**config.mk**
```make
export PLATFORM = sky130hd
export DESIGN_NAME = bounded_deque_engine
export DESIGN_NICKNAME = d
export VERILOG_FILES = /design/src/hw/rtl/bdq_pkg.sv /design/src/hw/rtl/bounded_deque_engine.sv
export SDC_FILE = /design/constraint.sdc
export NUM_CORES = 1
export LEC_CHECK = 0
export BUFFER_PORTS_ARGS = -buffer_cell sky130_fd_sc_hd__buf_2
export CAP_MARGIN = 20
export CORE_MARGIN = 2
export CORE_UTILIZATION = 30
export CTS_CLUSTER_DIAMETER = 200
export DETAILED_ROUTE_END_ITERATION = 16
export SYNTH_ARGS = -nofsm -noshare
export SYNTH_HDL_FRONTEND = slang
export SYNTH_SLANG_ARGS = --single-unit
```
**constraint.sdc**
```tcl
create_clock -name clk -period 5.8 [get_ports clk]
set_input_delay 0.29 -clock clk [delete_from_list [all_inputs] [get_ports clk]]
set_output_delay 0.29 -clock clk [all_outputs]
set_load 0.01 [all_outputs]
```
**src/hw/rtl/bdq_pkg.sv**
```systemverilog
// Package for the bounded deque engine.
// Holds sizes, field widths, request codes and status codes.
// No dependencies.

package bdq_pkg;

    // Storage size and word width.
    localparam int DEPTH      = 16;
    localparam int DATA_WIDTH = 32;

    // Derived storage widths.
    localparam int PTR_W = (DEPTH > 1) ? $clog2(DEPTH) : 1;
    localparam int CNT_W = $clog2(DEPTH + 1);

    // Port field widths.
    localparam int OP_W   = 2;
    localparam int VAL_W  = 32;
    localparam int IDX_W  = 4;
    localparam int STAT_W = 3;
    localparam int LEN_W  = 5;

    // Width that holds both an index field and a count for comparison.
    localparam int CMP_W = (CNT_W > IDX_W) ? CNT_W : IDX_W;

    // Request codes.
    localparam logic [OP_W-1:0] OP_PUT  = 2'd0;
    localparam logic [OP_W-1:0] OP_POP  = 2'd1;
    localparam logic [OP_W-1:0] OP_READ = 2'd2;
    localparam logic [OP_W-1:0] OP_DEL  = 2'd3;

    // End select codes.
    localparam logic END_HEAD = 1'b0;
    localparam logic END_TAIL = 1'b1;

    // Status codes.
    localparam logic [STAT_W-1:0] ST_OK       = 3'd0;
    localparam logic [STAT_W-1:0] ST_EMPTY    = 3'd1;
    localparam logic [STAT_W-1:0] ST_RANGE    = 3'd2;
    localparam logic [STAT_W-1:0] ST_NOTFOUND = 3'd3;
    localparam logic [STAT_W-1:0] ST_FULL     = 3'd4;

endpackage

```
**src/hw/rtl/bounded_deque_engine.sv**
```systemverilog
// Bounded deque engine: a double-ended queue of words kept in a ring memory.
// Depends on bdq_pkg for sizes and codes.
//
// Channel   Direction  Handshake            Word
// request   in         start && !busy       req_type, end_sel, value, index
// result    out        done (one cycle)     status, data_out, length
//
// A put, or any request that fails its checks, gives its result in the
// cycle after it is taken. A remove at an end or a read waits in S_READ
// for the registered read port of the entry memory. A remove by value scans
// one entry a cycle through the single read port until it matches, then
// closes the gap at one entry a cycle. busy is high while a request is in
// progress. Reset clears the head pointer and the count; the entry memory
// needs no clearing. The receiver cannot stall the result.

module bounded_deque_engine
(
    input  logic                          clk,
    input  logic                          rst_n,
    input  logic                          start,
    output logic                          busy,
    input  logic [bdq_pkg::OP_W-1:0]      req_type,
    input  logic                          end_sel,
    input  logic [bdq_pkg::VAL_W-1:0]     value,
    input  logic [bdq_pkg::IDX_W-1:0]     index,
    output logic                          done,
    output logic [bdq_pkg::STAT_W-1:0]    status,
    output logic [bdq_pkg::VAL_W-1:0]     data_out,
    output logic [bdq_pkg::LEN_W-1:0]     length
);

    import bdq_pkg::*;

    // Sequencer state codes.
    localparam logic [1:0] S_IDLE  = 2'd0;
    localparam logic [1:0] S_READ  = 2'd1;
    localparam logic [1:0] S_SRCH  = 2'd2;
    localparam logic [1:0] S_SHIFT = 2'd3;

    // Ring position of an offset from a base, wrapped at DEPTH.
    function automatic logic [PTR_W-1:0] ring_pos(input logic [PTR_W-1:0] base,
                                                   input logic [PTR_W-1:0] off);
        logic [PTR_W:0] sum;
        sum = {1'b0, base} + {1'b0, off};
        if (sum >= (PTR_W+1)'(DEPTH))
        begin
            sum = sum - (PTR_W+1)'(DEPTH);
        end
        return sum[PTR_W-1:0];
    endfunction

    // Control and response registers.
    logic [1:0]            state_reg, state_next;
    logic [PTR_W-1:0]      front_reg, front_next;
    logic [CNT_W-1:0]      count_reg, count_next;
    logic [PTR_W-1:0]      k_reg, k_next;
    logic [PTR_W-1:0]      p_reg, p_next;
    logic [DATA_WIDTH-1:0] word_reg, word_next;
    logic                  end_reg, end_next;
    logic                  done_reg, done_next;
    logic [STAT_W-1:0]     status_reg, status_next;
    logic [DATA_WIDTH-1:0] data_reg, data_next;
    logic [LEN_W-1:0]      length_reg, length_next;

    // Entry memory and its access signals.
    logic [DATA_WIDTH-1:0] entry_mem [DEPTH];
    logic [DATA_WIDTH-1:0] rd_data_reg;
    logic [PTR_W-1:0]      rd_addr;
    logic                  mem_we;
    logic [PTR_W-1:0]      wr_addr;
    logic [DATA_WIDTH-1:0] wr_data;

    // Helper values for the sequencer.
    logic                  accept;
    logic [CNT_W-1:0]      count_dec;
    logic [PTR_W-1:0]      last_pos;
    logic [CMP_W-1:0]      idx_ext;
    logic [PTR_W-1:0]      read_lpos;
    logic [PTR_W-1:0]      scan_lpos;
    logic [PTR_W-1:0]      scan_lpos_nx;
    logic [PTR_W-1:0]      k_inc;
    logic [CNT_W:0]        hit_plus1;
    logic [CNT_W:0]        p_plus2;

    assign accept    = start && (state_reg == S_IDLE);
    assign count_dec = count_reg - CNT_W'(1);
    assign last_pos  = count_dec[PTR_W-1:0];
    assign idx_ext   = CMP_W'(index);
    assign read_lpos = (end_sel == END_TAIL) ? (last_pos - idx_ext[PTR_W-1:0])
                                             : idx_ext[PTR_W-1:0];
    assign k_inc        = k_reg + PTR_W'(1);
    assign scan_lpos    = (end_reg == END_TAIL) ? (last_pos - k_reg) : k_reg;
    assign scan_lpos_nx = (end_reg == END_TAIL) ? (last_pos - k_inc) : k_inc;
    assign hit_plus1    = (CNT_W+1)'(scan_lpos) + (CNT_W+1)'(1);
    assign p_plus2      = (CNT_W+1)'(p_reg) + (CNT_W+1)'(2);

    // Sequencer: decodes requests, drives the memory ports and forms results.
    always_comb
    begin
        state_next  = state_reg;
        front_next  = front_reg;
        count_next  = count_reg;
        k_next      = k_reg;
        p_next      = p_reg;
        word_next   = word_reg;
        end_next    = end_reg;
        done_next   = 1'b0;
        status_next = status_reg;
        data_next   = data_reg;
        length_next = length_reg;
        rd_addr     = front_reg;
        mem_we      = 1'b0;
        wr_addr     = front_reg;
        wr_data     = value[DATA_WIDTH-1:0];

        case (state_reg)
            S_IDLE:
            begin
                if (accept)
                begin
                    case (req_type)
                        OP_PUT:
                        begin
                            done_next = 1'b1;
                            data_next = '0;
                            if (count_reg == CNT_W'(DEPTH))
                            begin
                                status_next = ST_FULL;
                                length_next = LEN_W'(count_reg);
                            end
                            else
                            begin
                                mem_we = 1'b1;
                                if (end_sel == END_TAIL)
                                begin
                                    wr_addr = ring_pos(front_reg, count_reg[PTR_W-1:0]);
                                end
                                else
                                begin
                                    front_next = (front_reg == '0) ? PTR_W'(DEPTH - 1)
                                                                   : front_reg - PTR_W'(1);
                                    wr_addr    = front_next;
                                end
                                count_next  = count_reg + CNT_W'(1);
                                status_next = ST_OK;
                                length_next = LEN_W'(count_next);
                            end
                        end
                        OP_POP:
                        begin
                            if (count_reg == '0)
                            begin
                                done_next   = 1'b1;
                                status_next = ST_EMPTY;
                                data_next   = '0;
                                length_next = LEN_W'(count_reg);
                            end
                            else
                            begin
                                if (end_sel == END_TAIL)
                                begin
                                    rd_addr = ring_pos(front_reg, last_pos);
                                end
                                else
                                begin
                                    rd_addr    = front_reg;
                                    front_next = ring_pos(front_reg, PTR_W'(1));
                                end
                                count_next = count_dec;
                                state_next = S_READ;
                            end
                        end
                        OP_READ:
                        begin
                            if (idx_ext >= CMP_W'(count_reg))
                            begin
                                done_next   = 1'b1;
                                status_next = ST_RANGE;
                                data_next   = '0;
                                length_next = LEN_W'(count_reg);
                            end
                            else
                            begin
                                rd_addr    = ring_pos(front_reg, read_lpos);
                                state_next = S_READ;
                            end
                        end
                        OP_DEL:
                        begin
                            word_next = value[DATA_WIDTH-1:0];
                            end_next  = end_sel;
                            if (count_reg == '0)
                            begin
                                done_next   = 1'b1;
                                status_next = ST_NOTFOUND;
                                data_next   = '0;
                                length_next = LEN_W'(count_reg);
                            end
                            else
                            begin
                                rd_addr = (end_sel == END_TAIL) ? ring_pos(front_reg, last_pos)
                                                                : front_reg;
                                k_next     = '0;
                                state_next = S_SRCH;
                            end
                        end
                        default:
                        begin
                            state_next = S_IDLE;
                        end
                    endcase
                end
            end

            // Memory word is ready: return it.
            S_READ:
            begin
                done_next   = 1'b1;
                status_next = ST_OK;
                data_next   = rd_data_reg;
                length_next = LEN_W'(count_reg);
                state_next  = S_IDLE;
            end

            // Compare one entry a cycle while the next one is being read.
            S_SRCH:
            begin
                if (rd_data_reg == word_reg)
                begin
                    if (hit_plus1 < (CNT_W+1)'(count_reg))
                    begin
                        rd_addr    = ring_pos(front_reg, hit_plus1[PTR_W-1:0]);
                        p_next     = scan_lpos;
                        state_next = S_SHIFT;
                    end
                    else
                    begin
                        count_next  = count_dec;
                        done_next   = 1'b1;
                        status_next = ST_OK;
                        data_next   = word_reg;
                        length_next = LEN_W'(count_dec);
                        state_next  = S_IDLE;
                    end
                end
                else if ((CNT_W+1)'(k_reg) + (CNT_W+1)'(1) == (CNT_W+1)'(count_reg))
                begin
                    done_next   = 1'b1;
                    status_next = ST_NOTFOUND;
                    data_next   = '0;
                    length_next = LEN_W'(count_reg);
                    state_next  = S_IDLE;
                end
                else
                begin
                    k_next  = k_inc;
                    rd_addr = ring_pos(front_reg, scan_lpos_nx);
                end
            end

            // Move entry p+1 down to p while entry p+2 is being read.
            S_SHIFT:
            begin
                mem_we  = 1'b1;
                wr_addr = ring_pos(front_reg, p_reg);
                wr_data = rd_data_reg;
                if (p_plus2 < (CNT_W+1)'(count_reg))
                begin
                    rd_addr = ring_pos(front_reg, p_plus2[PTR_W-1:0]);
                    p_next  = p_reg + PTR_W'(1);
                end
                else
                begin
                    count_next  = count_dec;
                    done_next   = 1'b1;
                    status_next = ST_OK;
                    data_next   = word_reg;
                    length_next = LEN_W'(count_dec);
                    state_next  = S_IDLE;
                end
            end

            default:
            begin
                state_next = S_IDLE;
            end
        endcase
    end

    // Control registers.
    always_ff @(posedge clk or negedge rst_n)
    begin
        if (!rst_n)
        begin
            state_reg <= S_IDLE;
            front_reg <= '0;
            count_reg <= '0;
            done_reg  <= 1'b0;
        end
        else
        begin
            state_reg <= state_next;
            front_reg <= front_next;
            count_reg <= count_next;
            done_reg  <= done_next;
        end
    end

    // Payload registers.
    always_ff @(posedge clk)
    begin
        k_reg      <= k_next;
        p_reg      <= p_next;
        word_reg   <= word_next;
        end_reg    <= end_next;
        status_reg <= status_next;
        data_reg   <= data_next;
        length_reg <= length_next;
    end

    // Entry memory: one write port, one registered read port.
    always_ff @(posedge clk)
    begin
        if (mem_we)
        begin
            entry_mem[wr_addr] <= wr_data;
        end
        rd_data_reg <= entry_mem[rd_addr];
    end

    // Output ports.
    assign busy     = (state_reg != S_IDLE);
    assign done     = done_reg;
    assign status   = status_reg;
    assign data_out = VAL_W'(data_reg);
    assign length   = length_reg;

    // The count never exceeds the ring size.
    a_count_bound: assert property (@(posedge clk) disable iff (!rst_n)
        count_reg <= CNT_W'(DEPTH))
        else $error("count exceeds depth");

    // A failed request never returns a data word.
    a_err_zero: assert property (@(posedge clk) disable iff (!rst_n)
        (done_reg && (status_reg != ST_OK)) |-> (data_reg == '0))
        else $error("data word on failed request");

    // A put finishes in the following cycle.
    a_put_done: assert property (@(posedge clk) disable iff (!rst_n)
        (accept && (req_type == OP_PUT)) |=> (done_reg && (state_reg == S_IDLE)))
        else $error("put did not finish in one cycle");

    // Closing a gap needs at least two entries.
    a_shift_cnt: assert property (@(posedge clk) disable iff (!rst_n)
        (state_reg == S_SHIFT) |-> (count_reg >= CNT_W'(2)))
        else $error("shift with fewer than two entries");

endmodule
```
==> results of run 1 <==
synthesized netlist by cell type, types with 32 or more instances:
cell / count
o21ai_0: 33
edfxtp_1: 593
nand2_1: 76
nor2_1: 80
ha_1: 58
inv_1: 42
a21oi_1: 36
clkbuf_1: 43
dfxtp_1: 32
xnor2_1: 50
mux4_2: 128
mux2_2: 36
a22oi_1: 100
routing by layer:
| metal | wire (um) | share of wire [%] |
|---|---|---|
| met5 | 0 | 0 |
| met4 | 1040 | 1.4 |
| met3 | 6680 | 9.3 |
| met2 | 32300 | 45 |
| met1 | 31800 | 44 |
through the flow:
stage	setup slack [ps]	area (um2)	instances	power, mW	util (%)
3_3_place_gp	331	29500	2801	5.11	32.9
2_1_floorplan	403	27100	1559	5.07	-
4_1_cts	293	32100	2950	9.55	35.8
3_5_place_dp	321	29500	2801	5.11	32.9
6_report	277	32100	2951	9.48	35.8
5_1_grt	27.9	32100	2951	9.74	35.8
worst max-delay path: stages (launching register included):
cell and delay, ps:
dfrtp_1 380, inv_1 140, ha_1 310, inv_1 350, fa_1 490, nand2_1 60, o21ai_0 180, ha_1 330
and3_1 170, or3_1 360, a2111o_1 420, a21oi_1 290, o21ai_1 120, a2111oi_2 620, o21ai_1 310, a21oi_4 440
buf_4 320, a22oi_1 120, nand2_1 60
what timing repair did:
item / in CTS / in global routing
hold buffers: 33 / 0
setup endpoints to repair: 0 / 12
endpoints found under the hold margin: 44 / 0
setup buffers: 0 / 0
gates resized for setup: 0 / 1
worst min path at each step:
| stage | cells after the start | from | end |
|---|---|---|---|
| 2_1_floorplan | 0 | rst_n | count_reg[0] |
| 6_report | 2 | rst_n | count_reg[0] |
| 5_1_grt | 2 | rst_n | count_reg[0] |
| 3_5_place_dp | 1 | rst_n | count_reg[4] |
| 4_1_cts | 2 | rst_n | count_reg[0] |
| 3_3_place_gp | 1 | rst_n | count_reg[4] |
cell type report:
class	instances	area (um2)	area share (%)
inverters	43	161	0.502
flip-flops and latches	637	18700	58.4
clock buffers	69	1600	4.97
multi-input cells	802	8000	24.9
clock inverters	47	697	2.17
well taps	1176	1470	4.58
repair buffers	177	1450	4.53
kinds of logic after synthesis:
logic type,synth area share (%)
AOI/OAI and AO/OA,6.36
xor gates and xnor gates,2.27
adders and majority gates,3.42
buffers and inverters,1.88
DFF,69.3
muxes,12.4
and+or+nand+nor,4.36
report_power, final:
part | total (mW) | internal, mW | switching [mW]
Sequential | 4.95 | 4.95 | 0
Clock | 4.45 | 2.63 | 1.82
Combinational | 0.0808 | 0.0371 | 0.0437
Total | 9.48 | 7.62 | 1.87
==> summary.txt, run 1 <==
worst reg2reg endpoint -> rd_data_reg[19]
max FFs per register -> 512
H-tree levels -> 2
Slew Limit Headroom -> 47.6%
per-cell routed wire length -> 24.3 um
Final Skew -> 44.1 ps
DRT iter0 DRCs -> 1,663
Worst Setup End Kind -> register
R2R depth -> 18
CTS Buf Count -> 61
CP max FO -> 9
nets -> 1,832
power per cell area -> 295 mW/mm2
Routed WL -> 71,800 um
Worst Tran Pin Value -> 783 ps
synth top area cells -> edfxtp_1, mux4_2, a22oi_1
ys flop type -> edfxtp_1
syn avg cell area -> 17.4 um2
crit path DAT -> 6120 ps
Worst setup SP type -> register
CTS root buf -> clkbuf_16
Die ar. -> 0.0926 mm2
HPWL after DPL -> 43,400 um
worst hold slack -> 82.2 ps
GRT met2 Usage -> 23.4%
FILL cells -> 8,431
CP endpoint -> rd_data_reg[19]
synth warn -> 0
IO Port Bufs -> 83
Pre-antenna DRT Iters -> 5
Die W -> 304 um
Async SR Flop Fraction -> 1.88%
FMAX -> 181 MHz
Die Y-Extent -> 304 um
Mapped Nets -> 1,669
met3 GRT Util -> 4.21%
Yosys cell types -> 72
synth-to-layout area growth -> 18.7%
DRT antenna net count -> 0
core footprint -> 0.0897 mm2
number of global-route vias before repair -> 15,700
Initial Util -> 30.2%
most flop-heavy register -> entry_mem
post-layout min period -> 5520 ps
Mapped Cells -> 1,559
sequential share of the synthesized area -> 69.3%
initial antenna violation count -> 0
Routability Congestion -> 0.879
Mapped Area -> 0.0271 mm2
Clock Latency Late Sink -> 670 ps
Max Cap Viol -> 0
DRC violation count after routing -> 0
M1 GR Usage -> 22.0%
detailed-route via count -> 15,300
worst endpoint required time -> 6400 ps
Worst IR Drop VDD -> 276 uV
Critical Path Source -> count_reg[0]
row count -> 110
Slew Limit Fails -> 0
worst hold path type -> in2async
TritonCTS clock tree -> built
Yosys top cell area share -> 65.8%
EDFF count, synth -> 593
Setup violations, final -> 0
Top Ports -> 84
TNS Setup -> 0 ps
clock buffer depth -> 3
vias per std cell -> 5.18
Clk pin slew, worst setup/hold paths -> 80 ps
commonest non-fill, non-tap cell in the layout -> edfxtp_1
Lkg Pwr -> 10.7 nW
Setup CP Type -> reg2reg
grt peak-use layer -> met2
GRT overflow -> 0
worst r2r src -> count_reg[0]
register bit total from synthesis -> 637
Synth area leader -> edfxtp_1
CTS sink count -> 637
Ant. Diodes -> 0
layout cell share with drive strength beyond 1 -> 25.7%
commonest non-fill, non-tap cells in the layout -> edfxtp_1, mux4_2, a22oi_1
first-pass GRT wire length -> 106,000 um
crit share post-route -> 95.2%
Total GRT Usage -> 15.4%
Final Hold Fails -> 0
reg2reg setup slack -> 280 ps
largest net degree at the start of global routing -> 43
status -> completed
RSZ-0062 raised after global routing -> false
Power figures use the tool's default switching activity.
==> run 2, diff against run 1 <==
--- a/config.mk
+++ b/config.mk
@@ -5,6 +5,7 @@
 export SDC_FILE = /design/constraint.sdc
 export NUM_CORES = 1
 export LEC_CHECK = 0
+export ABC_AREA = 1
 export BUFFER_PORTS_ARGS = -buffer_cell sky130_fd_sc_hd__buf_2
 export CAP_MARGIN = 20
 export CORE_MARGIN = 2
==> run 2 against run 1 <==
First-iteration DRC count up 15%; hold slack worse by 33 ps; total power down 4.9%; die area up 8.4%; design area up 6.2%; final cell count up 45%; setup slack better by 270 ps; critical path type unchanged; highest routed layer unchanged.
==> summary.txt, run 2 <==
DRT antenna net count -> 0 (unchanged)
switching pwr -> 1.80 mW (-3.3%)
CTS sink count -> 637 (unchanged)
post-layout min period -> 5250 ps (-271 ps)
Worst Tran Pin Value -> 1080 ps (+299 ps)
Setup violations, final -> 0 (unchanged)
Clock Power Share -> 44.3% (-2.7 points)
worst hold slack -> 49.5 ps (-32.8 ps)
initial antenna violation count -> 0 (unchanged)
Worst IR Drop VDD -> 276 uV (-0.11%)
Clock Latency Late Sink -> 670 ps (about the same)
TNS Setup -> 0 ps (unchanged)
Synth area leader -> edfxtp_1
Die Y-Extent -> 317 um (+4.1%)
Pre-antenna DRT Iters -> 7 (+2)
power per cell area -> 264 mW/mm2 (-10%)
synth-to-layout area growth -> 16.1%
dpl cells -> 4,124 (+47%)
CTS resizes -> 0 (unchanged)
Post-Place Cell Area -> 0.0318 mm2 (+7.8%)
CP max FO -> 64 (+55)
vias per std cell -> 5.00 (-3.4%)
Mapped Nets -> 2,939 (+76%)
RSZ-0062 raised after global routing -> false
Layout Cell Area excl Fill -> 0.0341 mm2 (+6.2%)
Yosys cell types -> 53 (-26%)
syn avg cell area -> 10.4 um2 (-40%)
Routed WL -> 83,600 um (+16%)
Clk pin slew, worst setup/hold paths -> 60 ps (-20 ps)
Die ar. -> 0.100 mm2 (+8.4%)
clock buffer depth -> 3 (unchanged)
reg2reg setup slack -> 550 ps (+270 ps)
register share of total power -> 54.8% (+2.6 points)
combinational share of power -> 0.9% (about the same)
non-filler instance count after layout -> 4,271 (+45%)
most common cell in the netlist -> nand2_1
CP max-delay cell -> dfrtp_1
CTS Buf Count -> 61 (unchanged)
largest net degree at the start of global routing -> 138 (+220%)
CTS root buf -> clkbuf_16
Final Hold Fails -> 0 (unchanged)
Top Ports -> 84 (unchanged)
total power -> 9.02 mW (-4.9%)
Mapped Cells -> 2,829 (+81%)
H-tree levels -> 2 (unchanged)
nets -> 3,054 (+67%)
ys flop type -> edfxtp_1
Sw Share -> 20.0% (+0.31 points)
Int Power -> 7.22 mW (-5.2%)
pre-CTS setup slack -> 622 ps (+302 ps)
register bit total from synthesis -> 637 (unchanged)
Initial Util -> 30.3% (+0.17 points)
Total GRT Usage -> 16.6% (+1.2 points)
crit path DAT -> 5850 ps (-270 ps)
worst hold path type -> in2reg
most flop-heavy register -> entry_mem
Mapped Area -> 0.0294 mm2 (+8.5%)
detailed-route via count -> 21,400 (+40%)
Max Cap Viol -> 0 (unchanged)
synth warn -> 0 (unchanged)
critical path's largest stage delay -> 440 ps (-180 ps)
Routability Congestion -> 0.884 (+0.53%)
Worst Setup End Kind -> register
DRT iter0 DRCs -> 1,912 (+15%)
Ant. Diodes -> 0 (unchanged)
Slew Limit Headroom -> 27.4% (-20 points)
sequential share of the synthesized area -> 63.8% (-5.4 points)
synth top area cells -> edfxtp_1, nand3_1, nand2_1
Setup CP Type -> reg2reg
status -> completed
TritonCTS clock tree -> built
layout cell share with drive strength beyond 1 -> 11.1% (-15 points)
per-cell routed wire length -> 19.6 um (-20%)
Worst setup SP type -> register
DRC violation count after routing -> 0 (unchanged)
Async SR Flop Fraction -> 1.88% (unchanged)
FMAX -> 190 MHz (+5.2%)
commonest non-fill, non-tap cells in the layout -> nand2_1, nand3_1, edfxtp_1
worst endpoint required time -> 6400 ps (about the same)
GRT overflow -> 0 (unchanged)
Yosys top cell area share -> 60.6% (-5.2 points)
EDFF count, synth -> 593 (unchanged)
Die W -> 317 um (+4.1%)
max FFs per register -> 512 (unchanged)
Lkg Pwr -> 13.4 nW (+25%)
core footprint -> 0.0969 mm2 (+7.9%)
Util after Layout -> 35.2% (-0.58 points)
most frequent cells after synthesis -> nand2_1, nand3_1, edfxtp_1
row count -> 114 (+3.6%)
post-CTS setup buffer count -> 0 (unchanged)
first-pass GRT wire length -> 127,000 um (+20%)
crit share post-route -> 90.6% (-4.7 points)
number of global-route vias before repair -> 20,700 (+32%)
HPWL after DPL -> 48,600 um (+12%)
commonest non-fill, non-tap cell in the layout -> nand2_1
Slew Limit Fails -> 0 (unchanged)
Final Skew -> 28.6 ps (-15.6 ps)
crit-path most repeated cell -> nand2_1
setup ws final -> 548 ps (+271 ps)
IO Port Bufs -> 83 (unchanged)
[run 2: changes by cell type after synthesis, moves of 45 or more]
cell and change:
inv_1 +133, mux4_2 -128, buf_2 +67, nand2_1 +660
o21ai_0 +45, a22oi_1 -97, nand3_1 +670
[run 2: worst max-delay path: cells and delay by family, from the launching register on]
family	cells	cell delay (ps)
XOR/XNOR	1	160
AO/OA/AOI/OAI	2	360
flip-flops	1	440
buffers and inverters	8	1420
AND/OR/NAND/NOR	14	1510
adder cells (fa/ha/maj)	4	1250
[run 2: final timing paths]
check	from	endpoint	cells past startpoint
setup / recovery	count_reg[1]	rd_data_reg[1]	29
min in group asynchronous	rst_n	state_reg[1]	2
setup reg to reg	count_reg[1]	rd_data_reg[1]	29
hold / removal	end_sel	end_reg	1
hold reg to reg	entry_mem[2][30]	rd_data_reg[30]	6
max in group asynchronous	rst_n	count_reg[3]	2
[run 2: logic make-up (layout without fill, tap and decap cells)]
kind of cell    after synthesis  count (layout)  synth area share [%]
xor+xnor                     35              35                  1.04
flops                       637             637                  63.8
compound gates              187             187                  3.72
fa+ha+maj                    68              68                  3.15
buf+inv                     363             529                  5.26
mux                           3               3                 0.106
simple gates               1536            1536                  22.9
[run 2: cell type report]
class	instances	area, um2
Clock inverter	32	313
Multi-Input combinational cell	1829	9270
Timing Repair Buffer	215	1730
Sequential cell	637	18700
Clock buffer	82	1700
Tap cell	1276	1600
Inverter	200	761
Fill cell	9533	62700
[run 2: what timing repair did]
item	in CTS	in global routing
setup endpoints to repair	0	0
endpoints found under the hold margin	44	0
hold buffers	33	0
[run 2: per-layer routing]
layer  vias to the layer above  track usage (%)  share of wire (%)
met5                         -                0                  0
met2                       696             27.8                 48
met1                     10400             21.4                 42
li1                      10100                -                  -
met4                         0             6.49                3.7
met3                       168             2.92                6.2
[run 2: power by group through the flow]
stage | Sequential, mW | Combinational (mW) | Clock (mW)
finish | 4.95 | 0.0817 | 3.99
global route | 4.94 | 0.0903 | 4.22
CTS | 4.95 | 0.0814 | 4.06
detailed placement | 5.05 | 0.0635 | 0
global placement | 5.05 | 0.0631 | 0
floorplan | 5.05 | 0.0302 | 0
